==> config.mk <==
export PLATFORM = sky130hd
export DESIGN_NAME = mouse_packet_cursor_tracker
export DESIGN_NICKNAME = d
export VERILOG_FILES = /design/src/sv/mpct_pkg.sv /design/src/sv/mpct_axis_clamp.sv /design/src/sv/mouse_packet_cursor_tracker.sv
export SDC_FILE = /design/constraint.sdc
export NUM_CORES = 1
export LEC_CHECK = 0
export BUFFER_PORTS_ARGS = -buffer_cell sky130_fd_sc_hd__buf_2
export CAP_MARGIN = 20
export CORE_ASPECT_RATIO = 0.6
export CORE_MARGIN = 4
export CORE_UTILIZATION = 65
export DETAILED_ROUTE_END_ITERATION = 7
export PLACE_DENSITY = 0.88
export SLEW_MARGIN = 20
export SYNTH_ARGS = -nofsm -noshare
export SYNTH_HDL_FRONTEND = slang
export SYNTH_SLANG_ARGS = --single-unit
==> constraint.sdc <==
create_clock -name clk -period 7.52 [get_ports clk]
set_clock_uncertainty 0.1 [all_clocks]
set_input_delay 1.128 -clock clk [delete_from_list [all_inputs] [get_ports clk]]
set_output_delay 1.128 -clock clk [all_outputs]
set_load 0.02 [all_outputs]
==> src/sv/mpct_pkg.sv <==
package mpct_pkg;

    // field widths
    localparam int BYTE_BITS  = 8;
    localparam int CFG_BITS   = 12;
    localparam int CLICK_BITS = 2;
    localparam int IDX_BITS   = 2;
    localparam int HELD_DEPTH = 3;

    // parameter defaults
    localparam int COORD_BITS_DEF       = 12;
    localparam int MAX_PACKET_BYTES_DEF = 4;

    // packet framing
    localparam int SYNC_BIT_POS = 3;

    // configuration register indexes
    localparam int CFG_IDX_BITS = 3;
    typedef enum logic [CFG_IDX_BITS-1:0] {
        CFG_WHEEL_MODE    = 3'd0,
        CFG_SCREEN_WIDTH  = 3'd1,
        CFG_SCREEN_HEIGHT = 3'd2,
        CFG_CURSOR_WIDTH  = 3'd3,
        CFG_CURSOR_HEIGHT = 3'd4
    } cfg_index_t;

    // configuration reset values
    localparam logic [CFG_BITS-1:0] SCREEN_WIDTH_RST  = 12'd1024;
    localparam logic [CFG_BITS-1:0] SCREEN_HEIGHT_RST = 12'd768;
    localparam logic [CFG_BITS-1:0] CURSOR_WIDTH_RST  = 12'd16;
    localparam logic [CFG_BITS-1:0] CURSOR_HEIGHT_RST = 12'd16;

    // click codes
    typedef enum logic [CLICK_BITS-1:0] {
        CLICK_NONE   = 2'd0,
        CLICK_LEFT   = 2'd1,
        CLICK_RIGHT  = 2'd2,
        CLICK_MIDDLE = 2'd3
    } click_t;

    // output tdata layout
    localparam int RESULT_BITS = 2 * CFG_BITS + CLICK_BITS + BYTE_BITS;
    localparam int M_DATA_BITS = ((RESULT_BITS + 7) / 8) * 8;

endpackage

==> src/sv/mpct_axis_clamp.sv <==
module mpct_axis_clamp #(
    parameter int COORD_BITS = mpct_pkg::COORD_BITS_DEF
) (
    input  logic [COORD_BITS-1:0]         pos,
    input  logic signed [8:0]             delta,
    input  logic [mpct_pkg::CFG_BITS-1:0] screen,
    input  logic [mpct_pkg::CFG_BITS-1:0] cursor,
    output logic [COORD_BITS-1:0]         pos_new
);

    localparam int PW    = (COORD_BITS > mpct_pkg::CFG_BITS) ? COORD_BITS : mpct_pkg::CFG_BITS;
    localparam int SUM_W = PW + 2;

    logic [mpct_pkg::CFG_BITS-1:0] limit;
    logic signed [SUM_W-1:0]       pos_ext;
    logic signed [SUM_W-1:0]       delta_ext;
    logic signed [SUM_W-1:0]       limit_ext;
    logic signed [SUM_W-1:0]       sum;
    logic signed [SUM_W-1:0]       clamped;

    // upper bound, zero when the cursor is not smaller than the screen
    assign limit = (screen > cursor) ? (screen - cursor) : '0;

    // position plus signed delta
    assign pos_ext   = $signed({{(SUM_W-COORD_BITS){1'b0}}, pos});
    assign delta_ext = $signed({{(SUM_W-9){delta[8]}}, delta});
    assign limit_ext = $signed({{(SUM_W-mpct_pkg::CFG_BITS){1'b0}}, limit});
    assign sum       = pos_ext + delta_ext;

    // clamp to [0, limit]
    always_comb
    begin
        if (sum[SUM_W-1])
            clamped = '0;
        else if (sum > limit_ext)
            clamped = limit_ext;
        else
            clamped = sum;
    end

    assign pos_new = clamped[COORD_BITS-1:0];

endmodule

==> src/sv/mouse_packet_cursor_tracker.sv <==
// channel  | dir | signals                    | content
// s        | in  | s_tvalid s_tready s_tdata  | one received mouse byte
// m        | out | m_tvalid m_tready m_tdata  | cursor position, click, wheel
// cfg      | in  | cfg_we cfg_index cfg_wdata | register writes, no read-back
//
// one byte per cycle sustained while no result waits untaken; a byte passes through the
// input register and the packet result is registered in the output register
// the add and clamp of both axes are combinational from input to output register
// reset clears control, configuration and cursor state; held packet bytes are not reset
// a byte that completes a packet waits while the output register holds an untaken
// result; bytes that give no result pass on regardless
module mouse_packet_cursor_tracker #(
    parameter int COORD_BITS       = mpct_pkg::COORD_BITS_DEF,
    parameter int MAX_PACKET_BYTES = mpct_pkg::MAX_PACKET_BYTES_DEF
) (
    input  logic                                 clk,
    input  logic                                 rst_n,
    input  logic                                 s_tvalid,
    output logic                                 s_tready,
    input  logic [mpct_pkg::BYTE_BITS-1:0]       s_tdata,   // rx_byte[7:0]
    output logic                                 m_tvalid,
    input  logic                                 m_tready,
    // pos_x[11:0], pos_y[23:12], click[25:24], scroll[33:26], zero fill above
    output logic [mpct_pkg::M_DATA_BITS-1:0]     m_tdata,
    input  logic                                 cfg_we,
    input  logic [mpct_pkg::CFG_IDX_BITS-1:0]    cfg_index,
    input  logic [mpct_pkg::CFG_BITS-1:0]        cfg_wdata
);

    localparam int CB = mpct_pkg::CFG_BITS;
    localparam int BB = mpct_pkg::BYTE_BITS;

    // configuration registers
    logic          wheel_mode_reg;
    logic [CB-1:0] screen_width_reg;
    logic [CB-1:0] screen_height_reg;
    logic [CB-1:0] cursor_width_reg;
    logic [CB-1:0] cursor_height_reg;

    // input register
    logic          in_valid_reg;
    logic [BB-1:0] in_byte_reg;

    // packet and cursor state
    logic [mpct_pkg::IDX_BITS-1:0] byte_index_reg;
    logic [BB-1:0]                 held_reg [mpct_pkg::HELD_DEPTH];
    logic [COORD_BITS-1:0]         cursor_x_reg;
    logic [COORD_BITS-1:0]         cursor_y_reg;

    // output register
    logic                    m_valid_reg;
    logic [CB-1:0]           out_x_reg;
    logic [CB-1:0]           out_y_reg;
    mpct_pkg::click_t        out_click_reg;
    logic [BB-1:0]           out_scroll_reg;

    logic                  size4;
    logic                  drop;
    logic                  complete;
    logic                  advance;
    logic                  out_free;
    logic [BB-1:0]         b0;
    logic [BB-1:0]         b1;
    logic [BB-1:0]         b2;
    logic [BB-1:0]         scroll_next;
    logic signed [8:0]     dx;
    logic signed [8:0]     dy;
    logic [COORD_BITS-1:0] cursor_x_next;
    logic [COORD_BITS-1:0] cursor_y_next;
    mpct_pkg::click_t      click_next;

    // configuration writes
    always_ff @(posedge clk or negedge rst_n)
    begin
        if (!rst_n)
        begin
            wheel_mode_reg    <= 1'b0;
            screen_width_reg  <= mpct_pkg::SCREEN_WIDTH_RST;
            screen_height_reg <= mpct_pkg::SCREEN_HEIGHT_RST;
            cursor_width_reg  <= mpct_pkg::CURSOR_WIDTH_RST;
            cursor_height_reg <= mpct_pkg::CURSOR_HEIGHT_RST;
        end
        else if (cfg_we)
        begin
            case (cfg_index)
                mpct_pkg::CFG_WHEEL_MODE:    wheel_mode_reg    <= cfg_wdata[0];
                mpct_pkg::CFG_SCREEN_WIDTH:  screen_width_reg  <= cfg_wdata;
                mpct_pkg::CFG_SCREEN_HEIGHT: screen_height_reg <= cfg_wdata;
                mpct_pkg::CFG_CURSOR_WIDTH:  cursor_width_reg  <= cfg_wdata;
                mpct_pkg::CFG_CURSOR_HEIGHT: cursor_height_reg <= cfg_wdata;
                default: ;
            endcase
        end
    end

    // packet framing
    assign size4    = wheel_mode_reg && (MAX_PACKET_BYTES == 4);
    assign drop     = (byte_index_reg == '0) && !in_byte_reg[mpct_pkg::SYNC_BIT_POS];
    assign complete = !drop && (size4 ? (byte_index_reg == 2'd3) : (byte_index_reg >= 2'd2));

    // flow control
    assign out_free = !m_valid_reg || m_tready;
    assign advance  = in_valid_reg && (out_free || !complete);
    assign s_tready = !in_valid_reg || advance;

    // packet bytes
    assign b0          = held_reg[0];
    assign b1          = held_reg[1];
    assign b2          = (byte_index_reg == 2'd2) ? in_byte_reg : held_reg[2];
    assign scroll_next = size4 ? in_byte_reg : '0;

    // deltas, y inverted
    assign dx = $signed({b1[BB-1], b1});
    assign dy = -$signed({b2[BB-1], b2});

    mpct_axis_clamp #(
        .COORD_BITS (COORD_BITS)
    ) u_clamp_x (
        .pos     (cursor_x_reg),
        .delta   (dx),
        .screen  (screen_width_reg),
        .cursor  (cursor_width_reg),
        .pos_new (cursor_x_next)
    );

    mpct_axis_clamp #(
        .COORD_BITS (COORD_BITS)
    ) u_clamp_y (
        .pos     (cursor_y_reg),
        .delta   (dy),
        .screen  (screen_height_reg),
        .cursor  (cursor_height_reg),
        .pos_new (cursor_y_next)
    );

    // button priority left, right, middle
    always_comb
    begin
        if (b0[0])
            click_next = mpct_pkg::CLICK_LEFT;
        else if (b0[1])
            click_next = mpct_pkg::CLICK_RIGHT;
        else if (b0[2])
            click_next = mpct_pkg::CLICK_MIDDLE;
        else
            click_next = mpct_pkg::CLICK_NONE;
    end

    // input register
    always_ff @(posedge clk or negedge rst_n)
    begin
        if (!rst_n)
            in_valid_reg <= 1'b0;
        else if (s_tready)
            in_valid_reg <= s_tvalid;
    end

    always_ff @(posedge clk)
    begin
        if (s_tvalid && s_tready)
            in_byte_reg <= s_tdata;
    end

    // byte index and cursor state
    always_ff @(posedge clk or negedge rst_n)
    begin
        if (!rst_n)
        begin
            byte_index_reg <= '0;
            cursor_x_reg   <= '0;
            cursor_y_reg   <= '0;
        end
        else if (advance && !drop)
        begin
            if (complete)
            begin
                byte_index_reg <= '0;
                cursor_x_reg   <= cursor_x_next;
                cursor_y_reg   <= cursor_y_next;
            end
            else
            begin
                byte_index_reg <= byte_index_reg + 2'd1;
            end
        end
    end

    // held packet bytes
    always_ff @(posedge clk)
    begin
        if (advance && !drop && !complete && (byte_index_reg != 2'd3))
            held_reg[byte_index_reg] <= in_byte_reg;
    end

    // output register
    always_ff @(posedge clk or negedge rst_n)
    begin
        if (!rst_n)
            m_valid_reg <= 1'b0;
        else if (advance && complete)
            m_valid_reg <= 1'b1;
        else if (m_tready)
            m_valid_reg <= 1'b0;
    end

    always_ff @(posedge clk)
    begin
        if (advance && complete)
        begin
            out_x_reg      <= CB'(cursor_x_next);
            out_y_reg      <= CB'(cursor_y_next);
            out_click_reg  <= click_next;
            out_scroll_reg <= scroll_next;
        end
    end

    assign m_tvalid = m_valid_reg;
    assign m_tdata  = {{(mpct_pkg::M_DATA_BITS-mpct_pkg::RESULT_BITS){1'b0}},
                       out_scroll_reg, out_click_reg, out_y_reg, out_x_reg};

    // a completed packet rewinds framing and shows a result
    a_complete_rewinds: assert property (@(posedge clk) disable iff (!rst_n)
        advance && complete |=> (byte_index_reg == '0) && m_valid_reg)
        else $error("completed packet did not rewind or show a result");

    // a dropped byte changes neither framing nor cursor
    a_drop_keeps_state: assert property (@(posedge clk) disable iff (!rst_n)
        advance && drop |=> $stable(byte_index_reg) && $stable(cursor_x_reg)
                            && $stable(cursor_y_reg))
        else $error("dropped byte changed state");

    // a held byte only stalls behind an untaken result
    a_stall_cause: assert property (@(posedge clk) disable iff (!rst_n)
        in_valid_reg && !advance |-> complete && m_valid_reg && !m_tready)
        else $error("input stalled without a pending result");

    // three-byte mode never leaves the index at three after a transfer
    a_index_range: assert property (@(posedge clk) disable iff (!rst_n)
        advance && !size4 && !drop && !complete |=> byte_index_reg != 2'd3)
        else $error("byte index out of range in three-byte mode");

endmodule
==> results by group, run 1 <==
Status
  – Outcome: finished clean

Logic synthesis
  – XOR/XNOR Fraction of Synth Area: 3.30%
  – Simple-Gate Fraction of Synth Area: about an eighth
  – Post-Syn Instances: 804
  – Yosys Warn Count: 0
  – Main combinational cell family by area after synthesis: compound AO/OA/AOI/OAI gates
  – Yosys top cell area share: 21.6%
  – Syn Std Cell Area: 8490 um^2
  – Area leader, netlist: edfxtp_1
  – Avg Cell Area, Syn: approximately 11 um^2
  – Synth Flop Type: dfrtp_1
  – Multiplexer share of the synthesized area: approximately 8.6%
  – Leading cell types by count after synthesis: ha_1, dfrtp_1, inv_1, nand2_1, edfxtp_1
  – Most common cell in the netlist: ha_1
  – Top cells by area, synth: edfxtp_1, dfrtp_1, ha_1, mux2_2, inv_1
  – Number of flops mapped to enable cells by yosys: just over 60
  – Asr flop ratio synth: 55.8%
  – Yosys reg bits: between 100 and 150
  – Adder-Cell Fraction of Synth Area: a little under an eighth
  – Netlist cell types: 76
  – Sequential fraction of the synthesis area: between 40% and 50%
  – Complex-gate fraction of the synthesized area: 14.8%

Floorplanning
  – Die Span Y: 96.5 um
  – Die X: 156 um
  – Area of the core: 12,800 um^2
  – Die area: 15,000 um^2
  – Initial Util: 66.3%
  – Ports: 70
  – Site row count: 32

Finish
  – Layout cells sized above 1: 19.8%
  – Non-Filler Instances: between 1,000 and 1,500
  – Multi-input logic area: 4380 um^2
  – # fillers: roughly 860
  – N_diodes: 0
  – P&R area growth vs syn: 12.4%
  – Final instance area: 9540 um^2
  – Seq. cell area: between 3000 and 4000 um^2
  – Fin nets: between 900 and 1,000
  – Max reg flops: 19

Routing
  – Vias: roughly 6,500
  – 1st-pass router iterations: 5
  – WL per Instance: 18.8 um
  – Drt drc: 0
  – Vias per cell: 6.16
  – DRT iter0 DRCs: roughly 440
  – Post-route ant nets: 0
  – Post-Route WL: 19,900 um

Power
  – PwrDens: 478 nW/um^2
  – Design Power: ~0.0046 W
  – VDD IR max: 0.268 mV
  – Leakage power: 4.14 nW

Placement
  – Post-DP Area: 8950 um^2
  – Post-DP HPWL: 14,000 um
  – Placed Cells: 1,025
  – GP Congestion: 0.929
  – Port bufs: between 60 and 70
  – Pre-CTS setup slack: 2.33 ns

Global route
  – GRT Total Usage: between 20 and 30%
  – GR Overflow Total: 0
  – Largest net degree at the start of global routing: 78
  – First-pass GRT wire length: 32,200 um
  – Initial antenna violation count: 0
  – Vias in the first global route: approximately 6,300

Clock tree
  – CTS Hold Bufs: 0
  – Clk sinks: 138
  – Clock tree from TritonCTS: built
  – Post-cts sizing count: 0
  – Clock transition at path regs: 0.06 ns
  – Clk buf depth: 2
  – Total CTS buffers: 17
  – Worst-Skew Late Latency: 0.42 ns
  – Root buffer cell: clkbuf_16
  – CTS H-tree depth: 4
  – Setup Buffers After CTS: 0

Setup path
  – Arr. time, crit path: 5.46 ns
  – CP delay by family, top: compound AO/OA/AOI/OAI gates
  – CP Class: reg -> reg
  – Buf+Inv Stages, Crit Path: 2
  – Critical path depth: 20
  – Critical path's slowest cell: ha_1
  – CP Max Fanout: 17
  – Cells along the critical path: inv_1 -> ha_1 -> mux2_2 -> ha_1 -> fa_1 -> nor2b_1 -> o31a_1 -> o21ai_2 -> o21ai_0 -> a22o_1 -> xnor2_1 -> inv_1 -> ha_1 -> o21a_1 -> a21oi_1 -> a22o_1 -> o211ai_2 -> nand3_1 -> o21ai_0 -> nor2b_1
  – WP data required: 7.58 ns
  – Worst r2r path cells: 20
  – CP Launch Type: flip-flop
  – CP endpoint kind: flip-flop
  – CP peak stage delay: 0.53 ns
  – Crit path top cell by count: ha_1

STA
  – Setup TNS: 0 ns
  – Post-route minimum period: 5.40 ns
  – Worst Tran Pin Value: 0.826 ns
  – Max Freq: ~190 MHz
  – Max-Slew Margin vs Limit: 44.8%
  – Tcrit/Tclk final: approximately 72%
  – Pins Over Slew Limit: 0
  – Final Hold Fails: 0
  – Post-route setup slack: roughly 2.1 ns
  – RSZ-0062 raised after global routing: no
  – Final setup viols: 0

Min path
  – Hold Path Stages: 2
  – HP Class: reg -> reg

Job
  – Max-cap violations: 0
[through the flow]
step	hold WS [ns]	util, %
2_1_floorplan	0.356	-
3_3_place_gp	0.374	69.9
3_5_place_dp	0.390	69.9
4_1_cts	0.403	74.4
5_1_grt	0.431	74.4
6_report	0.399	74.4
[where the power goes]
group,internal [W],switching [W]
Sequential,0.00105,0.000124
Clock,0.000489,0.000334
Combinational,0.00105,0.00151
Total,0.00259,0.00197
[per-layer routing]
layer  vias up  track usage, %  wire (um)
li1       3014               -          -
met1      3184            38.1       8780
met2       270            43.3       9110
met3        47            6.68       1590
met4         0            9.25        439
met5         -               0          0
[worst paths after layout]
check / startpoint / slack (ns) / end
max in group asynchronous: rst_n / 6.19 / screen_width_reg[9]
setup / recovery: byte_index_reg[0] / 2.12 / out_y_reg[1]
setup reg to reg: byte_index_reg[0] / 2.12 / out_y_reg[1]
min in group asynchronous: rst_n / 0.64 / cursor_height_reg[7]
hold reg to reg: cursor_y_reg[5] / 0.40 / cursor_y_reg[5]
hold / removal: cursor_y_reg[5] / 0.40 / cursor_y_reg[5]
[worst reg2reg max path, stage by stage, from the launching register on]
cell,delay [ns]
dfrtp_1,0.43
inv_1,0.11
ha_1,0.53
mux2_2,0.41
ha_1,0.21
fa_1,0.43
nor2b_1,0.22
o31a_1,0.22
o21ai_2,0.13
o21ai_0,0.23
a22o_1,0.17
xnor2_1,0.13
inv_1,0.06
ha_1,0.29
o21a_1,0.17
a21oi_1,0.16
a22o_1,0.24
o211ai_2,0.38
nand3_1,0.21
o21ai_0,0.13
nor2b_1,0.18
[kinds of logic (layout without fill, tap and decap cells)]
group,after synthesis,in the layout
simple gates,222,222
compound gates,181,181
flops,138,138
buf+inv,87,165
fa+ha+maj,77,77
mux,66,66
xor+xnor,32,32
other cells,1,6
[layout make-up]
class                           instances  area share [%]
Tap cell                              170            2.23
Inverter                               66            2.60
Clock buffer                           18            4.50
Clock inverter                         14            1.55
Timing Repair Buffer                   67            3.69
Multi-Input combinational cell        584            46.0
Sequential cell                       138            39.5
[cells in the final DEF (no fill, tap or decap), types with 21 or more instances in the layout]
| cell | synthesis | final |
|---|---|---|
| dfrtp_1 | 72 | 72 |
| buf_2 | 4 | 62 |
| nor2_1 | 55 | 54 |
| inv_1 | 66 | 65 |
| edfxtp_1 | 61 | 61 |
| a21oi_1 | 26 | 26 |
| o21ai_0 | 46 | 46 |
| ha_1 | 73 | 73 |
| xnor2_1 | 27 | 27 |
| nand2_1 | 63 | 63 |
| mux2_2 | 49 | 49 |
| and2_1 | 21 | 21 |
Note: power is estimated with default switching activity, not from simulation.
==> run 2, diff against run 1 <==
CORE_UTILIZATION = 55   (was 65)
PLACE_DENSITY = 0.79   (was 0.88)
clock period = 4.61 ns   (was 7.52 ns; I/O delays follow)
==> results by group, run 2 (synthesis results as in run 1) <==
Floorplanning
  – Site row count: 34
  – Die area: approximately 18,000 um^2
  – Die X: between 150 and 200 um
  – Ports: 70
  – Initial Util: 57.3%
  – Die Span Y: 104 um
  – Area of the core: about 15,000 um^2

Status
  – Outcome: finished clean

Routing
  – Post-Route WL: 21,700 um
  – 1st-pass router iterations: 5
  – Post-route ant nets: 0
  – Drt drc: 0
  – Vias per cell: 5.97
  – WL per Instance: 19.4 um
  – Vias: between 6,000 and 7,000
  – DRT iter0 DRCs: 661

Setup path
  – CP delay by family, top: compound AO/OA/AOI/OAI gates
  – WP data required: around 4.7 ns
  – CP Class: reg -> reg
  – Cells along the critical path: inv_2 -> ha_4 -> mux2_4 -> ha_4 -> fa_2 -> nor2b_2 -> o31a_1 -> o21ai_4 -> o21ai_2 -> a22o_1 -> xnor2_2 -> inv_2 -> ha_4 -> nand2_1 -> nor2_2 -> o31ai_1 -> a22o_1 -> o211ai_4 -> buf_6 -> nor2_1 -> a21oi_1 -> nor2_1
  – Crit path top cell by count: ha_4
  – CP Max Fanout: 7
  – Critical path's slowest cell: fa_2
  – Worst R2R Start: byte_index_reg[0]
  – R2R Setup Slk: 0.003 ns
  – Worst r2r path cells: 22
  – Reg2reg end: out_y_reg[0]
  – CP peak stage delay: 0.39 ns
  – Arr. time, crit path: roughly 4.7 ns
  – CP endpoint kind: flip-flop
  – Buf+Inv Stages, Crit Path: 3
  – CP Launch Type: flip-flop

STA
  – Post-route setup slack: approximately 0.0032 ns
  – Max-Slew Margin vs Limit: 49.8%
  – Worst Tran Pin Value: 0.744 ns
  – Max Freq: 217 MHz
  – Post-route minimum period: 4.61 ns
  – Final hold slack: 0.238 ns
  – Final Hold Fails: 0
  – RSZ-0062 raised after global routing: yes
  – Tcrit/Tclk final: 99.9%
  – Pins Over Slew Limit: 0
  – Final setup viols: 0

Global route
  – GRT Total Usage: around 23%
  – GR Overflow Total: 0
  – First-pass GRT wire length: 32,800 um
  – Largest net degree at the start of global routing: 55
  – Initial antenna violation count: 0
  – Vias in the first global route: ~6,400

Power
  – VDD IR max: 0.512 mV
  – Design Power: 0.00875 W
  – Leakage power: 4.39 nW
  – PwrDens: 854 nW/um^2

Clock tree
  – Clock tree from TritonCTS: built
  – Clk buf depth: 2
  – CTS Hold Bufs: 0
  – Clock transition at path regs: roughly 0.06 ns
  – Total CTS buffers: 17
  – Worst-Skew Late Latency: between 0.4 and 0.5 ns
  – CTS H-tree depth: 4
  – Root buffer cell: clkbuf_16
  – Clk sinks: 138

Placement
  – Post-DP Area: 9060 um^2
  – GP Congestion: 0.947
  – Placed Cells: 1,063
  – Post-DP HPWL: 14,300 um
  – Port bufs: 63
  – Pre-CTS setup slack: -0.0457 ns

Finish
  – Most common cell after layout, fill and taps aside: dfrtp_1
  – Fin nets: 1,013
  – P&R area growth vs syn: 20.7%
  – Non-Filler Instances: about 1,100
  – Layout cells sized above 1: about 29%
  – N_diodes: 0
  – Final instance area: 10,200 um^2
  – Most frequent cells in the layout: dfrtp_1, ha_1, buf_2
  – Max reg flops: 19

Job
  – Max-cap violations: 0

Min path
  – HP Class: in -> async
==> run 2: changes by cell type in the layout (fill, tap and decap cells not counted), sizes merged <==
| cell | change |
|---|---|
| buf | +34 |
| bufinv | +1 |
| clkinv | -1 |
| clkinvlp | -3 |
| inv | +3 |
==> run 2: through the flow <==
stage / setup TNS [ns] / util [%]
2_1_floorplan: 0 / -
3_3_place_gp: 0 / 61.2
3_5_place_dp: -0.140 / 61.2
4_1_cts: -0.00448 / 66.8
5_1_grt: -2.37 / 69.2
6_report: 0 / 69.2
==> run 2: where the power goes <==
part	internal (W)	switching (W)
logic	0.00236	0.00306
clock network	0.000867	0.000571
registers	0.00172	0.000181
==> run 2: per-layer routing <==
metal | share of wire, % | global-route usage, % | vias up | wire length (um)
met2 | 47 | 36.0 | 294 | 10200
met5 | 0 | 0 | - | 0
met1 | 45 | 33.8 | 3247 | 9770
li1 | - | - | 3097 | -
met3 | 6.7 | 4.90 | 46 | 1450
met4 | 1.4 | 4.81 | 0 | 313
==> run 2: what timing repair did <==
item	CTS	global route
resized for setup	22	70
setup buffers	13	10
endpoints found under the setup margin	39	48
gates cloned	0	1
pin swaps	13	35
==> run 2: worst max path at each step <==
stage | slack, ns | from | endpoint | depth (start not counted)
3_3_place_gp | 0.16 | byte_index_reg[0] | out_y_reg[7] | 21
2_1_floorplan | 0.26 | byte_index_reg[0] | out_y_reg[8] | 21
6_report | 0.003 | byte_index_reg[0] | out_y_reg[0] | 22
4_1_cts | -0.004 | screen_width_reg[0] | out_x_reg[11] | 20
5_1_grt | -0.18 | byte_index_reg[0] | out_y_reg[0] | 22
3_5_place_dp | -0.05 | byte_index_reg[0] | out_y_reg[6] | 22
==> run 2: worst reg2reg max path, cell delays in order (launching register included) <==
cell and delay [ns]:
dfrtp_1 0.38, inv_2 0.08, ha_4 0.18, mux2_4 0.33, ha_4 0.18, fa_2 0.39, nor2b_2 0.15, o31a_1 0.27
o21ai_4 0.13, o21ai_2 0.19, a22o_1 0.20, xnor2_2 0.14, inv_2 0.07, ha_4 0.27, nand2_1 0.07, nor2_2 0.13
o31ai_1 0.09, a22o_1 0.32, o211ai_4 0.14, buf_6 0.20, nor2_1 0.08, a21oi_1 0.21, nor2_1 0.06
==> run 2: area by class of cell <==
cell class	count	area (um^2)
Sequential cell	138	3760
Inverter	66	248
Clock buffer	18	429
Fill cell	1066	4560
Timing Repair Buffer	101	626
Clock inverter	14	186
Multi-Input combinational cell	584	4740
Tap cell	198	248
==> run 3, diff against run 2 <==
ABC_AREA = 0   (was default)
PLACE_DENSITY = 0.77   (was 0.79)
==> results by group, run 3 (synthesis results as in run 1) <==
Status
  – Outcome: finished clean

Finish
  – Final core utilization: 68.6%
  – N_diodes: 0
  – Max reg flops: 19
  – Fin nets: approximately 1,000
  – Layout cells sized above 1: 27.1%
  – Non-Filler Instances: around 1,100
  – P&R area growth vs syn: 19.6%
  – Most frequent cells in the layout: dfrtp_1, ha_1, nand2_1, buf_2, edfxtp_1
  – Most common cell after layout, fill and taps aside: dfrtp_1
  – Final instance area: 10,100 um^2

STA
  – RSZ-0062 raised after global routing: yes
  – Max-Slew Margin vs Limit: 28.1%
  – Post-route minimum period: 4.56 ns
  – Setup TNS: 0 ns
  – Worst Tran Pin Value: ~1.1 ns
  – Max Freq: 219 MHz
  – Final Hold Fails: 0
  – Pins Over Slew Limit: 0
  – Final setup viols: 0
  – Tcrit/Tclk final: 98.9%

Setup path
  – Arr. time, crit path: roughly 4.6 ns
  – Worst r2r path cells: 19
  – CP endpoint kind: flip-flop
  – CP peak stage delay: 0.39 ns
  – Worst R2R Start: screen_width_reg[0]
  – WP data required: 4.68 ns
  – Crit path top cell by count: inv_2
  – Reg2reg end: out_x_reg[10]
  – CP Launch Type: flip-flop
  – CP Class: reg -> reg
  – CP Max Fanout: 7
  – R2R Setup Slk: 0.05 ns
  – Critical path's slowest cell: fa_2
  – Cells along the critical path: inv_2 -> ha_4 -> inv_2 -> fa_2 -> a211oi_2 -> o21bai_1 -> o31a_1 -> o41ai_2 -> xnor2_1 -> and2_4 -> inv_2 -> ha_4 -> o21a_1 -> a211oi_2 -> a211oi_4 -> and2b_2 -> o22a_4 -> mux2i_2 -> nor2_1

Routing
  – Metal2 WL: 9350 um
  – Vias: approximately 6,400
  – Drt drc: 0
  – WL per Instance: 18.3 um
  – Met3 wire length: 1060 um
  – 1st-pass router iterations: 5
  – Max layer used: met4
  – Post-route ant nets: 0
  – DRT iter0 DRCs: 474
  – Vias per cell: approximately 5.7
  – DRT met1 WL: 9790 um
  – Post-Route WL: 20,400 um

Power
  – Internal power: 0.00485 W
  – Sw frac: between 40 and 50%
  – Leakage power: 4.36 nW
  – Clk pwr share: 16.5%
  – PwrDens: roughly 830 nW/um^2
  – Net Sw Power: 0.00356 W
  – Design Power: 0.00841 W
  – Combinational share of power: 60.8%
  – Share of power burned in registers: 22.7%
  – VDD IR max: 0.500 mV

Clock tree
  – Worst-Skew Late Latency: between 0.4 and 0.5 ns
  – Clock transition at path regs: roughly 0.060 ns
  – Root buffer cell: clkbuf_16
  – CTS H-tree depth: 4
  – Clk sinks: 138
  – Clock tree from TritonCTS: built
  – Clk buf depth: 2
  – Total CTS buffers: 17

Floorplanning
  – Ports: 70
  – Site row count: 34
  – Die Span Y: 104 um
  – Initial Util: 57.3%
  – Die area: 17,600 um^2
  – Area of the core: between 10,000 and 15,000 um^2
  – Die X: 168 um

Global route
  – Initial antenna violation count: 1
  – GR Overflow Total: 0
  – Largest net degree at the start of global routing: 48
  – First-pass GRT wire length: about 32,000 um
  – GRT Total Usage: 22.9%
  – Vias in the first global route: approximately 6,200

Placement
  – GP Congestion: 0.885
  – Post-DP HPWL: 14,100 um
  – Post-DP Area: 9090 um^2
  – Placed Cells: between 1,000 and 1,500
  – Port bufs: 63

Job
  – Max-cap violations: 0

Min path
  – HP Class: in -> async
[run 3: repair_timing]
| item | CTS | global route |
|---|---|---|
| hold buffers | 0 | 0 |
| resized for setup | 12 | 58 |
| endpoints found under the setup margin | 24 | 48 |
| pin swaps | 2 | 34 |
| setup buffers | 2 | 14 |
[run 3: worst max path at each step]
stage,start,end,slack [ns]
final,screen_width_reg[0],out_x_reg[10],0.05
after global routing,screen_width_reg[0],out_x_reg[10],-0.17
after CTS,screen_width_reg[0],out_x_reg[10],0.004
after detailed placement,byte_index_reg[0],cursor_y_reg[10],-0.03
after global placement,screen_width_reg[0],out_x_reg[11],-0.008
after floorplan,byte_index_reg[0],out_y_reg[8],0.26
[run 3: power by group through the flow]
stage               clock network, W  logic, W  registers (W)
floorplan                          0   0.00302        0.00198
detailed placement                 0   0.00415        0.00191
CTS                          0.00140   0.00437        0.00190
global placement                   0   0.00408        0.00191
finish                       0.00139   0.00511        0.00191
global route                 0.00146   0.00562        0.00194
[run 3: final cells by class]
cell class	instances	area, um^2
sequential	138	3760
fill	1077	4650
clock inverter	7	46.3
multi-input combinational	584	4690
clock buffer	25	572
timing repair buffer	96	584
inverter	66	248
tap	198	248
[run 3: critical path: cells and delay by family (launching register included)]
family	cells	cell delay [ns]
AO/OA/AOI/OAI	8	1.98
XOR/XNOR	1	0.15
adder cells (fa/ha/maj)	3	0.76
buffers and inverters	3	0.16
flip-flops	1	0.37
multiplexers	1	0.24
AND/OR/NAND/NOR	3	0.55
[run 3: metrics by stage]
stage               setup WS, ns  hold slack, ns
global placement        -0.00799           0.379
CTS                      0.00446           0.150
finish                    0.0507           0.133
floorplan                  0.259           0.296
global route              -0.169           0.162
detailed placement       -0.0341           0.394
[run 3: routing by layer]
metal / vias to the layer above / GRT usage [%]
li1: 3082 / -
met1: 3068 / 34.5
met2: 199 / 34.6
met3: 25 / 4.41
met4: 0 / 4.23
met5: - / 0
